`config.mk`:
```
export PLATFORM = sky130hd
export DESIGN_NAME = button_autorepeat_event_generator_unit
export DESIGN_NICKNAME = d
export VERILOG_FILES = /design/src/rtl/bae_pkg.sv /design/src/rtl/bae_ram.sv /design/src/rtl/bae_out.sv /design/src/rtl/bae_core.sv /design/src/rtl/button_autorepeat_event_generator_unit.sv
export SDC_FILE = /design/constraint.sdc
export NUM_CORES = 2
export LEC_CHECK = 0
export BUFFER_PORTS_ARGS = -buffer_cell sky130_fd_sc_hd__buf_4
export CAP_MARGIN = 10
export CORE_MARGIN = 2
export CORE_UTILIZATION = 35
export CTS_CLUSTER_SIZE = 16
export DETAILED_ROUTE_END_ITERATION = 16
export GPL_ROUTABILITY_DRIVEN = 0
export SETUP_SLACK_MARGIN = 0.4
export SKIP_LAST_GASP = 1
export SYNTH_ARGS = -nofsm -noshare
export SYNTH_HDL_FRONTEND = slang
export SYNTH_SLANG_ARGS = --single-unit
```
`constraint.sdc`:
```
create_clock -name clk_i -period 8.05 [get_ports clk_i]
set_input_delay 1.61 -clock clk_i [delete_from_list [all_inputs] [get_ports clk_i]]
set_output_delay 1.61 -clock clk_i [all_outputs]
set_load 0.03 [all_outputs]
```
`src/rtl/bae_pkg.sv`:
```
`timescale 1ns / 1ps
`default_nettype none

package bae_pkg;

  localparam int unsigned DEF_MAX_DEVICES = 8;
  localparam int unsigned NUM_BUTTONS     = 9;
  localparam int unsigned NUM_AXES        = 2;

  localparam int unsigned DEV_W  = 3;
  localparam int unsigned KEY_W  = 4;
  localparam int unsigned AXIS_W = 16;
  localparam int unsigned TIME_W = 32;
  localparam int unsigned CFG_W  = 16;

  // button counter holds 0..NUM_BUTTONS, button index 0..NUM_BUTTONS-1
  localparam int unsigned BTN_CW = $clog2(NUM_BUTTONS + 1);
  localparam int unsigned BTN_IW = (NUM_BUTTONS > 1) ? $clog2(NUM_BUTTONS) : 1;

  localparam logic [CFG_W-1:0] DEF_INIT_DELAY = 16'd200;
  localparam logic [CFG_W-1:0] DEF_REPEAT_IVL = 16'd100;

  typedef enum logic [1:0] {
    KIND_PRESS   = 2'd0,
    KIND_RELEASE = 2'd1,
    KIND_REPEAT  = 2'd2,
    KIND_ANALOG  = 2'd3
  } ev_kind_e;

  typedef enum logic {
    REG_INIT_DELAY = 1'b0,
    REG_REPEAT_IVL = 1'b1
  } cfg_reg_e;

  typedef struct packed {
    logic              cmd;
    logic [DEV_W-1:0]  dev;
    logic [8:0]        bits;
    logic [3:0]        bcount;
    logic [1:0]        acount;
    logic [AXIS_W-1:0] ax;
    logic [AXIS_W-1:0] ay;
    logic [TIME_W-1:0] now;
  } bae_item_t;

  typedef struct packed {
    logic [DEV_W-1:0]  dev;
    ev_kind_e          kind;
    logic [KEY_W-1:0]  key;
    logic [AXIS_W-1:0] value;
  } bae_evt_t;

  typedef struct packed {
    logic     push;
    logic     flush;
    bae_evt_t evt;
  } bae_oq_req_t;

endpackage

`default_nettype wire

```
`src/rtl/bae_ram.sv`:
```
`timescale 1ns / 1ps
`default_nettype none

module bae_ram #(
  parameter  int unsigned WIDTH = 8,
  parameter  int unsigned DEPTH = 16,
  localparam int unsigned AW    = (DEPTH > 1) ? $clog2(DEPTH) : 1
) (
  input  wire logic             clk_i,
  input  wire logic             we_i,
  input  wire logic [AW-1:0]    waddr_i,
  input  wire logic [WIDTH-1:0] wdata_i,
  input  wire logic [AW-1:0]    raddr_i,
  output logic      [WIDTH-1:0] rdata_o
);

  logic [WIDTH-1:0] mem_q [DEPTH];
  logic [WIDTH-1:0] rdata_q;

  always_ff @(posedge clk_i) begin
    if (we_i) begin
      mem_q[waddr_i] <= wdata_i;
    end
    rdata_q <= mem_q[raddr_i];
  end

  assign rdata_o = rdata_q;

endmodule

`default_nettype wire

```
`src/rtl/bae_out.sv`:
```
`timescale 1ns / 1ps
`default_nettype none

module bae_out
  import bae_pkg::*;
(
  input  wire logic        clk_i,
  input  wire logic        rst_ni,
  input  wire bae_oq_req_t req_i,
  output logic             can_push_o,
  output logic             m_valid_o,
  input  wire logic        m_ready_i,
  output bae_evt_t         m_evt_o,
  output logic             m_last_o
);

  // one event is held back until it is known whether another follows
  bae_evt_t pend_q;
  logic     pend_vld_q;
  bae_evt_t out_q;
  logic     out_last_q;
  logic     out_vld_q;
  logic     out_free;

  assign out_free   = !out_vld_q || m_ready_i;
  assign can_push_o = !pend_vld_q || out_free;

  always_ff @(posedge clk_i or negedge rst_ni) begin
    if (!rst_ni) begin
      pend_q     <= '0;
      pend_vld_q <= 1'b0;
      out_q      <= '0;
      out_last_q <= 1'b0;
      out_vld_q  <= 1'b0;
    end else begin
      if (req_i.push) begin
        if (pend_vld_q) begin
          out_q      <= pend_q;
          out_last_q <= 1'b0;
          out_vld_q  <= 1'b1;
        end else if (m_ready_i) begin
          out_vld_q <= 1'b0;
        end
        pend_q     <= req_i.evt;
        pend_vld_q <= 1'b1;
      end else if (req_i.flush && pend_vld_q && out_free) begin
        out_q      <= pend_q;
        out_last_q <= 1'b1;
        out_vld_q  <= 1'b1;
        pend_vld_q <= 1'b0;
      end else if (m_ready_i) begin
        out_vld_q <= 1'b0;
      end
    end
  end

  assign m_valid_o = out_vld_q;
  assign m_evt_o   = out_q;
  assign m_last_o  = out_last_q;

endmodule

`default_nettype wire

```
`src/rtl/bae_core.sv`:
```
`timescale 1ns / 1ps
`default_nettype none

module bae_core
  import bae_pkg::*;
#(
  parameter int unsigned MAX_DEVICES = DEF_MAX_DEVICES
) (
  input  wire logic             clk_i,
  input  wire logic             rst_ni,
  input  wire logic             in_valid_i,
  output logic                  in_ready_o,
  input  wire bae_item_t        item_i,
  input  wire logic [CFG_W-1:0] init_dly_i,
  input  wire logic [CFG_W-1:0] rpt_ivl_i,
  input  wire logic             can_push_i,
  output bae_oq_req_t           req_o
);

  localparam int unsigned DEV_AW   = (MAX_DEVICES > 1) ? $clog2(MAX_DEVICES) : 1;
  localparam int unsigned DL_DEPTH = MAX_DEVICES * NUM_BUTTONS;
  localparam int unsigned DL_AW    = (DL_DEPTH > 1) ? $clog2(DL_DEPTH) : 1;
  localparam int unsigned ST_W     = NUM_BUTTONS + NUM_AXES * AXIS_W;

  typedef enum logic [2:0] {
    S_IDLE,
    S_LOAD,
    S_BTN,
    S_AXIS,
    S_FLUSH
  } state_e;

  state_e                           state_q, state_d;
  logic [DEV_W-1:0]                 dev_q, dev_d;
  logic [8:0]                       bits_q, bits_d;
  logic [BTN_CW-1:0]                nbtn_q, nbtn_d;
  logic [1:0]                       nax_q, nax_d;
  logic [NUM_AXES-1:0][AXIS_W-1:0]  axis_q, axis_d;
  logic [TIME_W-1:0]                now_q, now_d;
  logic [DL_AW-1:0]                 base_q, base_d;
  logic [BTN_CW-1:0]                i_q, i_d;
  logic [1:0]                       j_q, j_d;
  logic [NUM_BUTTONS-1:0]           held_q, held_d;
  logic [NUM_AXES-1:0][AXIS_W-1:0]  last_q, last_d;
  logic [MAX_DEVICES-1:0]           started_q, started_d;

  logic              dev_ok;
  logic [DEV_AW-1:0] dev_a_in;
  logic [DEV_AW-1:0] dev_a;
  logic [ST_W-1:0]   st_rdata;
  logic              st_we;
  logic [TIME_W-1:0] dl_rdata;
  logic [TIME_W-1:0] dl_wdata;
  logic [TIME_W-1:0] dl_diff;
  logic              dl_we;
  logic              passed;
  logic              btn_on;
  logic              btn_was;
  logic              btn_last;
  logic              ax_last;
  logic [BTN_IW-1:0] bi;
  logic              aj;
  logic [AXIS_W-1:0] ax_cur;
  logic              ev;
  ev_kind_e          ev_kind;

  assign dev_ok   = 32'(item_i.dev) < MAX_DEVICES;
  assign dev_a_in = DEV_AW'(32'(item_i.dev));
  assign dev_a    = DEV_AW'(32'(dev_q));

  assign bi       = i_q[BTN_IW-1:0];
  assign aj       = j_q[0];
  assign btn_on   = bits_q[bi];
  assign btn_was  = held_q[bi];
  assign btn_last = (32'(i_q) + 32'd1) == 32'(nbtn_q);
  assign ax_last  = (32'(j_q) + 32'd1) == 32'(nax_q);
  assign ax_cur   = axis_q[aj];

  // wrap-aware: passed when now - deadline lies in 1 .. 2^31-1
  assign dl_diff  = now_q - dl_rdata;
  assign passed   = (dl_diff != '0) && !dl_diff[TIME_W-1];

  always_comb begin
    state_d   = state_q;
    dev_d     = dev_q;
    bits_d    = bits_q;
    nbtn_d    = nbtn_q;
    nax_d     = nax_q;
    axis_d    = axis_q;
    now_d     = now_q;
    base_d    = base_q;
    i_d       = i_q;
    j_d       = j_q;
    held_d    = held_q;
    last_d    = last_q;
    started_d = started_q;
    ev        = 1'b0;
    ev_kind   = KIND_PRESS;
    dl_we     = 1'b0;
    st_we     = 1'b0;
    req_o     = '0;
    dl_wdata  = now_q + TIME_W'(init_dly_i);

    unique case (state_q)
      S_IDLE: begin
        if (in_valid_i && dev_ok) begin
          if (item_i.cmd) begin
            started_d[dev_a_in] = 1'b0;
          end else begin
            dev_d   = item_i.dev;
            bits_d  = item_i.bits;
            nbtn_d  = (32'(item_i.bcount) > NUM_BUTTONS) ? BTN_CW'(NUM_BUTTONS)
                                                         : BTN_CW'(item_i.bcount);
            nax_d   = (32'(item_i.acount) > NUM_AXES) ? 2'(NUM_AXES) : item_i.acount;
            for (int a = 0; a < NUM_AXES; a++) begin
              axis_d[a] = (a == 0) ? item_i.ax : item_i.ay;
            end
            now_d   = item_i.now;
            base_d  = DL_AW'(32'(item_i.dev) * NUM_BUTTONS);
            i_d     = '0;
            j_d     = '0;
            state_d = S_LOAD;
          end
        end
      end
      S_LOAD: begin
        // a device never started reads as all released, axes at zero
        held_d = started_q[dev_a] ? st_rdata[NUM_BUTTONS-1:0] : '0;
        last_d = started_q[dev_a] ? st_rdata[ST_W-1:NUM_BUTTONS] : '0;
        started_d[dev_a] = 1'b1;
        if (nbtn_q != '0) begin
          state_d = S_BTN;
        end else if (nax_q != '0) begin
          state_d = S_AXIS;
        end else begin
          state_d = S_FLUSH;
        end
      end
      S_BTN: begin
        if (btn_on != btn_was) begin
          ev      = 1'b1;
          ev_kind = btn_on ? KIND_PRESS : KIND_RELEASE;
        end else if (btn_on && passed) begin
          ev       = 1'b1;
          ev_kind  = KIND_REPEAT;
          dl_wdata = now_q + TIME_W'(rpt_ivl_i);
        end
        if (!ev || can_push_i) begin
          req_o.push      = ev;
          req_o.evt.dev   = dev_q;
          req_o.evt.kind  = ev_kind;
          req_o.evt.key   = KEY_W'(i_q);
          req_o.evt.value = '0;
          dl_we           = ev && btn_on;
          held_d[bi]      = btn_on;
          if (btn_last) begin
            state_d = (nax_q != '0) ? S_AXIS : S_FLUSH;
          end else begin
            i_d = i_q + 1'b1;
          end
        end
      end
      S_AXIS: begin
        ev = ax_cur != last_q[aj];
        if (!ev || can_push_i) begin
          req_o.push      = ev;
          req_o.evt.dev   = dev_q;
          req_o.evt.kind  = KIND_ANALOG;
          req_o.evt.key   = KEY_W'(j_q);
          req_o.evt.value = ax_cur;
          last_d[aj]      = ax_cur;
          if (ax_last) begin
            state_d = S_FLUSH;
          end else begin
            j_d = j_q + 1'b1;
          end
        end
      end
      S_FLUSH: begin
        st_we       = 1'b1;
        req_o.flush = 1'b1;
        if (can_push_i) begin
          state_d = S_IDLE;
        end
      end
      default: state_d = S_IDLE;
    endcase
  end

  always_ff @(posedge clk_i or negedge rst_ni) begin
    if (!rst_ni) begin
      state_q   <= S_IDLE;
      dev_q     <= '0;
      bits_q    <= '0;
      nbtn_q    <= '0;
      nax_q     <= '0;
      axis_q    <= '0;
      now_q     <= '0;
      base_q    <= '0;
      i_q       <= '0;
      j_q       <= '0;
      held_q    <= '0;
      last_q    <= '0;
      started_q <= '0;
    end else begin
      state_q   <= state_d;
      dev_q     <= dev_d;
      bits_q    <= bits_d;
      nbtn_q    <= nbtn_d;
      nax_q     <= nax_d;
      axis_q    <= axis_d;
      now_q     <= now_d;
      base_q    <= base_d;
      i_q       <= i_d;
      j_q       <= j_d;
      held_q    <= held_d;
      last_q    <= last_d;
      started_q <= started_d;
    end
  end

  assign in_ready_o = state_q == S_IDLE;

  // per-device held buttons and last axis values
  bae_ram #(
    .WIDTH (ST_W),
    .DEPTH (MAX_DEVICES)
  ) u_st_ram (
    .clk_i   (clk_i),
    .we_i    (st_we),
    .waddr_i (dev_a),
    .wdata_i ({last_q, held_q}),
    .raddr_i (dev_a_in),
    .rdata_o (st_rdata)
  );

  // repeat deadlines, read one button ahead of the walk
  bae_ram #(
    .WIDTH (TIME_W),
    .DEPTH (DL_DEPTH)
  ) u_dl_ram (
    .clk_i   (clk_i),
    .we_i    (dl_we),
    .waddr_i (base_q + DL_AW'(i_q)),
    .wdata_i (dl_wdata),
    .raddr_i (base_q + DL_AW'(i_d)),
    .rdata_o (dl_rdata)
  );

endmodule

`default_nettype wire

```
`src/rtl/button_autorepeat_event_generator_unit.sv`:
```
// Button autorepeat event generator.
// Slave stream: one beat per controller frame or clear command (tuser = 1).
// A frame is compared against the device's held buttons, repeat deadlines
// and last axis values; each change, expired deadline or moved axis yields
// one beat on the master stream, buttons 0 upward, then axis x, then y.
// tlast marks the final event of a frame; clears and frames with no
// change produce nothing.
// A frame occupies the block from acceptance through a load state, the walk
// through the deadline memory, one button per cycle while the output is not
// stalled, then the axes and a flush state. Clear commands leave the block
// ready. The first event waits in the held-back slot before the output register.
// The master side has an output register plus one held-back event; when
// the receiver stalls, the button walk waits and s_axis_tready stays low
// until the frame's last event is in the output register.
// Reset: all devices read as unstarted (buttons released, axes zero),
// delays at 200 ms and 100 ms. No clearing pass is needed.
// Config writes (cfg_addr_i 0: initial delay, 1: repeat interval) apply
// at once and are meant for idle periods.
`timescale 1ns / 1ps
`default_nettype none

module button_autorepeat_event_generator_unit
  import bae_pkg::*;
#(
  parameter int unsigned MAX_DEVICES = DEF_MAX_DEVICES
) (
  input  wire logic             clk_i,
  input  wire logic             rst_ni,
  input  wire logic             s_axis_tvalid,
  output logic                  s_axis_tready,
  // device_index, button_bits, button_count, axis_count, axis_x, axis_y, now_ms
  input  wire logic [87:0]      s_axis_tdata,
  // command
  input  wire logic             s_axis_tuser,
  output logic                  m_axis_tvalid,
  input  wire logic             m_axis_tready,
  // event_device, key_index, analog_value
  output logic      [23:0]      m_axis_tdata,
  // event_kind
  output logic      [1:0]       m_axis_tuser,
  output logic                  m_axis_tlast,
  input  wire logic             cfg_we_i,
  input  wire logic             cfg_addr_i,
  input  wire logic [CFG_W-1:0] cfg_wdata_i
);

  logic [CFG_W-1:0] init_dly_q;
  logic [CFG_W-1:0] rpt_ivl_q;
  bae_item_t        item;
  bae_oq_req_t      oq_req;
  logic             can_push;
  bae_evt_t         m_evt;

  always_ff @(posedge clk_i or negedge rst_ni) begin
    if (!rst_ni) begin
      init_dly_q <= DEF_INIT_DELAY;
      rpt_ivl_q  <= DEF_REPEAT_IVL;
    end else if (cfg_we_i) begin
      unique case (cfg_reg_e'(cfg_addr_i))
        REG_INIT_DELAY: init_dly_q <= cfg_wdata_i;
        REG_REPEAT_IVL: rpt_ivl_q  <= cfg_wdata_i;
      endcase
    end
  end

  always_comb begin
    item.cmd    = s_axis_tuser;
    item.dev    = s_axis_tdata[2:0];
    item.bits   = s_axis_tdata[11:3];
    item.bcount = s_axis_tdata[15:12];
    item.acount = s_axis_tdata[17:16];
    item.ax     = s_axis_tdata[33:18];
    item.ay     = s_axis_tdata[49:34];
    item.now    = s_axis_tdata[81:50];
  end

  bae_core #(
    .MAX_DEVICES (MAX_DEVICES)
  ) u_core (
    .clk_i      (clk_i),
    .rst_ni     (rst_ni),
    .in_valid_i (s_axis_tvalid),
    .in_ready_o (s_axis_tready),
    .item_i     (item),
    .init_dly_i (init_dly_q),
    .rpt_ivl_i  (rpt_ivl_q),
    .can_push_i (can_push),
    .req_o      (oq_req)
  );

  bae_out u_out (
    .clk_i      (clk_i),
    .rst_ni     (rst_ni),
    .req_i      (oq_req),
    .can_push_o (can_push),
    .m_valid_o  (m_axis_tvalid),
    .m_ready_i  (m_axis_tready),
    .m_evt_o    (m_evt),
    .m_last_o   (m_axis_tlast)
  );

  assign m_axis_tdata = {1'b0, m_evt.value, m_evt.key, m_evt.dev};
  assign m_axis_tuser = m_evt.kind;

endmodule

`default_nettype wire

```
==> flow_metrics.py <==
metrics = {
    "run_status": {
        "status": "complete, no violations",
    },
    "critical_path": {
        "required_ns": 8.73,
        "r2r-start": "u_core.now_q[6]$_DFFE_PN0P_",
        "arrival_ns": 8.22,
        "cp-start-kind": "register",
        "worstSetupPathType": "register to register",
        "r2r_cells": 27,
        "critical_path.max_fanout": 7,
        "regToRegEndpoint": "u_core.u_dl_ram.rdata_o[8]$_DFF_P_",
        "cp-end-kind": "register",
        "reg2reg_slack_ns": 0.51,
    },
    "synth": {
        "synth_warnings": 0,
        "ys_seq_area_share_pct": 74.8,
        "synth_top_area_share_pct": 68.6,
        "synth_ff_type": "edfxtp_1",
        "synth.largest_area_cell": "edfxtp_1",
        "synth.distinct_cells": 91,
        "ys_async_sr_fraction_pct": 7.68,
        "syn-num-nets": 5781,
        "synth_edf_count": 2632,
        "syn_avg_cell_area_um2": 20.6,
        "synth-seq-cells": 2930,
        "synth_area_leaders": "edfxtp_1 69%, mux4_2 14%, dfrtp_1 4.8%, a22oi_1 1.3%, dfxtp_1 1.3%",
        "syn_area_mm2": 0.115,
        "netlist_instances": 5587,
    },
    "route": {
        "via_per_inst": 5.42,
        "drcViolationCount": 0,
        "drtIter0Drc": 6452,
        "wl_per_cell_um": 27.1,
        "ant_nets": 0,
        "vias": 57700,
        "totalWireLength_um": 288000,
        "firstDrtPassIters": 6,
    },
    "run": {
        "cap_viol_max_count": 0,
    },
    "placement": {
        "portBuffers": 132,
        "place_inst": 10100,
        "dpl.hpwl_um": 166000,
    },
    "timing": {
        "final.setup.tns_ns": 0,
        "fin_hold_ws_ns": 0.457,
        "worstMarginPinSlew_ns": 1.26,
        "drv_slew": 0,
        "hold_viol": 0,
        "finalCritPeriodShare_pct": 93.6,
        "fin_crit_ns": 7.54,
        "setup_viol": 0,
        "slew_headroom_pct": 15.7,
        "rsz0062_at_grt": "false",
        "fin_skew_ns": 0.0763,
        "fmax_mhz": 133,
    },
    "worst_hold_path": {
        "worstHoldPathCells": 2,
        "min_to": "u_core.u_st_ram.rdata_o[17]$_DFF_P_",
        "min_from": "u_core.u_st_ram.mem_q[5][17]$_DFFE_PP_",
        "holdCritPathClass": "register to register",
    },
    "global_routing": {
        "grt_first_pass_wirelength_um": 411000,
        "grt_max_degree": 144,
        "grt.total_usage_pct": 16.8,
        "overflow": 0,
        "antenna_found_initial": 15,
        "grt_pass1_vias": 58600,
    },
    "floorplanning": {
        "die_area_mm2": 0.334,
        "rows": 210,
        "die_x_um": 578,
        "design.core.area_mm2": 0.327,
        "initial_core_util_pct": 35.2,
        "pin_count": 140,
        "die_h_um": 578,
    },
    "cells_and_area": {
        "n_fill_cell": 28500,
        "drive_gt1_share_pct": 30.4,
        "instances_no_fill": 10600,
        "area_growth_pct": 16.7,
        "layout_commonest_cell": "edfxtp_1",
        "seq_area_mm2": 0.0861,
        "layout_common_cells": "2632 x edfxtp_1, 738 x mux4_2, 364 x buf_4",
        "multi_input_area_mm2": 0.0289,
        "final_nets": 6236,
    },
    "cts": {
        "cts_max_level": 5,
        "clockBufferDepth": 4,
        "clock-sinks": 2930,
        "cts-hold-fix-buffers": 0,
        "clkLatencyLatePin_ns": 0.86,
        "cts_made_buffers": 303,
        "cts.clk_slew.worst_paths_ns": 0.06,
        "cts_root_buf": "clkbuf_16",
        "cts_tree": "built",
    },
}
[registers in the layout, indices dropped and copies added (netlist names)]
signal,flops
init_dly_q,16
rpt_ivl_q,16
u_core.axis_q,32
u_core.base_q,3
u_core.bi,4
u_core.bits_q,9
u_core.held_q,9
u_core.j_q,2
u_core.last_q,32
u_core.nax_q,2
u_core.nbtn_q,4
u_core.now_q,32
u_core.started_q,8
u_core.state_q,3
u_core.u_dl_ram.mem_q,2304
u_core.u_dl_ram.rdata_o,32
u_core.u_st_ram.mem_q,328
u_core.u_st_ram.rdata_o,41
u_out.m_evt_o,25
u_out.m_last_o,1
u_out.m_valid_o,1
u_out.pend_q,25
u_out.pend_vld_q,1
[Yosys cell counts, types with 8 or more instances]
library cell and number:
a211oi_1 10, a21o_1 19, a21oi_1 146, a22oi_1 197, a31oi_1 15, and3_1 8, buf_1 68, clkbuf_1 205
dfrtp_1 219, dfxtp_1 73, edfxtp_1 2632, ha_1 78, inv_1 68, mux2_2 114, mux2_4 20, mux2i_1 61
mux4_2 738, nand2_1 129, nand2b_1 13, nand3_1 27, nand4_1 67, nor2_1 207, nor2b_1 18, nor3_1 36
nor4_1 16, o21a_1 13, o21ai_0 92, o21bai_1 11, o2bb2ai_1 18, or3_1 8, xnor2_1 57, xor2_1 53
[per-layer routing]
layer | vias to the layer above | wire [um] | track usage [%]
met5 | - | 0 | 0
li1 | 24200 | - | -
met4 | 0 | 6600 | 4.21
met1 | 30800 | 122000 | 23.8
met3 | 415 | 22500 | 2.92
met2 | 2235 | 136000 | 26.9
[critical path, cell delays in order (launching register included)]
cell and delay (ns):
dfrtp_1 0.43, ha_2 0.44, o21a_1 0.16, o21ai_0 0.16, a311o_1 0.42, a21bo_2 0.27
o21ai_0 0.23, xor2_1 0.12, nor4_2 0.28, nand4_1 0.37, buf_6 0.26, o2111ai_2 0.18
nand2_1 0.09, a21o_1 0.20, mux2_4 0.30, ha_4 0.17, fa_4 0.83, buf_12 0.16
buf_4 0.13, buf_12 0.10, clkbuf_16 0.16, buf_4 0.12, mux4_2 0.28, mux4_2 0.57
mux4_2 0.63, nor2_2 0.14, buf_4 0.13, a21oi_1 0.04
[per-stage QoR]
stage | util, % | cell area (um2) | setup WS, ns
after floorplan | - | 115000 | 1.33
after global placement | 37.9 | 124000 | 0.0295
after detailed placement | 37.9 | 124000 | 0.0610
after CTS | 40.8 | 134000 | 0.384
after global routing | 41.0 | 134000 | 0.398
final | 41.1 | 134000 | 0.512
[how the worst max path moves through the flow]
| stage | slack (ns) | cells after the start | to | start |
|---|---|---|---|---|
| 3_5_place_dp | 0.06 | 25 | u_core.u_dl_ram.rdata_o[29]$_DFF_P_ | u_core.now_q[0]$_DFFE_PN0P_ |
| 6_report | 0.51 | 27 | u_core.u_dl_ram.rdata_o[8]$_DFF_P_ | u_core.now_q[6]$_DFFE_PN0P_ |
| 4_1_cts | 0.38 | 25 | u_core.u_dl_ram.rdata_o[29]$_DFF_P_ | u_core.now_q[0]$_DFFE_PN0P_ |
| 5_1_grt | 0.40 | 27 | u_core.u_dl_ram.rdata_o[20]$_DFF_P_ | u_core.now_q[0]$_DFFE_PN0P_ |
| 2_1_floorplan | 1.33 | 24 | u_core.u_dl_ram.rdata_o[21]$_DFF_P_ | u_core.now_q[0]$_DFFE_PN0P_ |
| 3_3_place_gp | 0.03 | 24 | u_core.u_dl_ram.rdata_o[29]$_DFF_P_ | u_core.now_q[1]$_DFFE_PN0P_ |
[logic make-up after synthesis]
| group | Yosys count | share of synthesized area (%) |
|---|---|---|
| compound gates | 597 | 3.47 |
| xor+xnor | 110 | 0.836 |
| fa+ha+maj | 83 | 0.934 |
| buf+inv | 361 | 1.26 |
| flops | 2930 | 74.8 |
| mux | 933 | 16.3 |
| other cells | 1 | 0.00326 |
| simple gates | 572 | 2.37 |
[timing repair]
item,in CTS,in global routing
setup endpoints to repair,32,32
resized for setup,10,57
setup buffers,3,15
gates cloned,1,11
pin swaps,2,13
[final cells by class]
class	count	area share, %
Timing Repair Buffer	440	3.21
Multi-Input combinational cell	2296	21.5
Antenna cell	12	0.0223
Tap cell	4346	4.05
Sequential cell	2930	64.1
Clock buffer	396	6.02
Clock inverter	139	0.946
Inverter	71	0.200
Power is left out: the tool's default activity adds up to more than one toggle a clock period on the data nets, which glitch-free logic cannot reach.
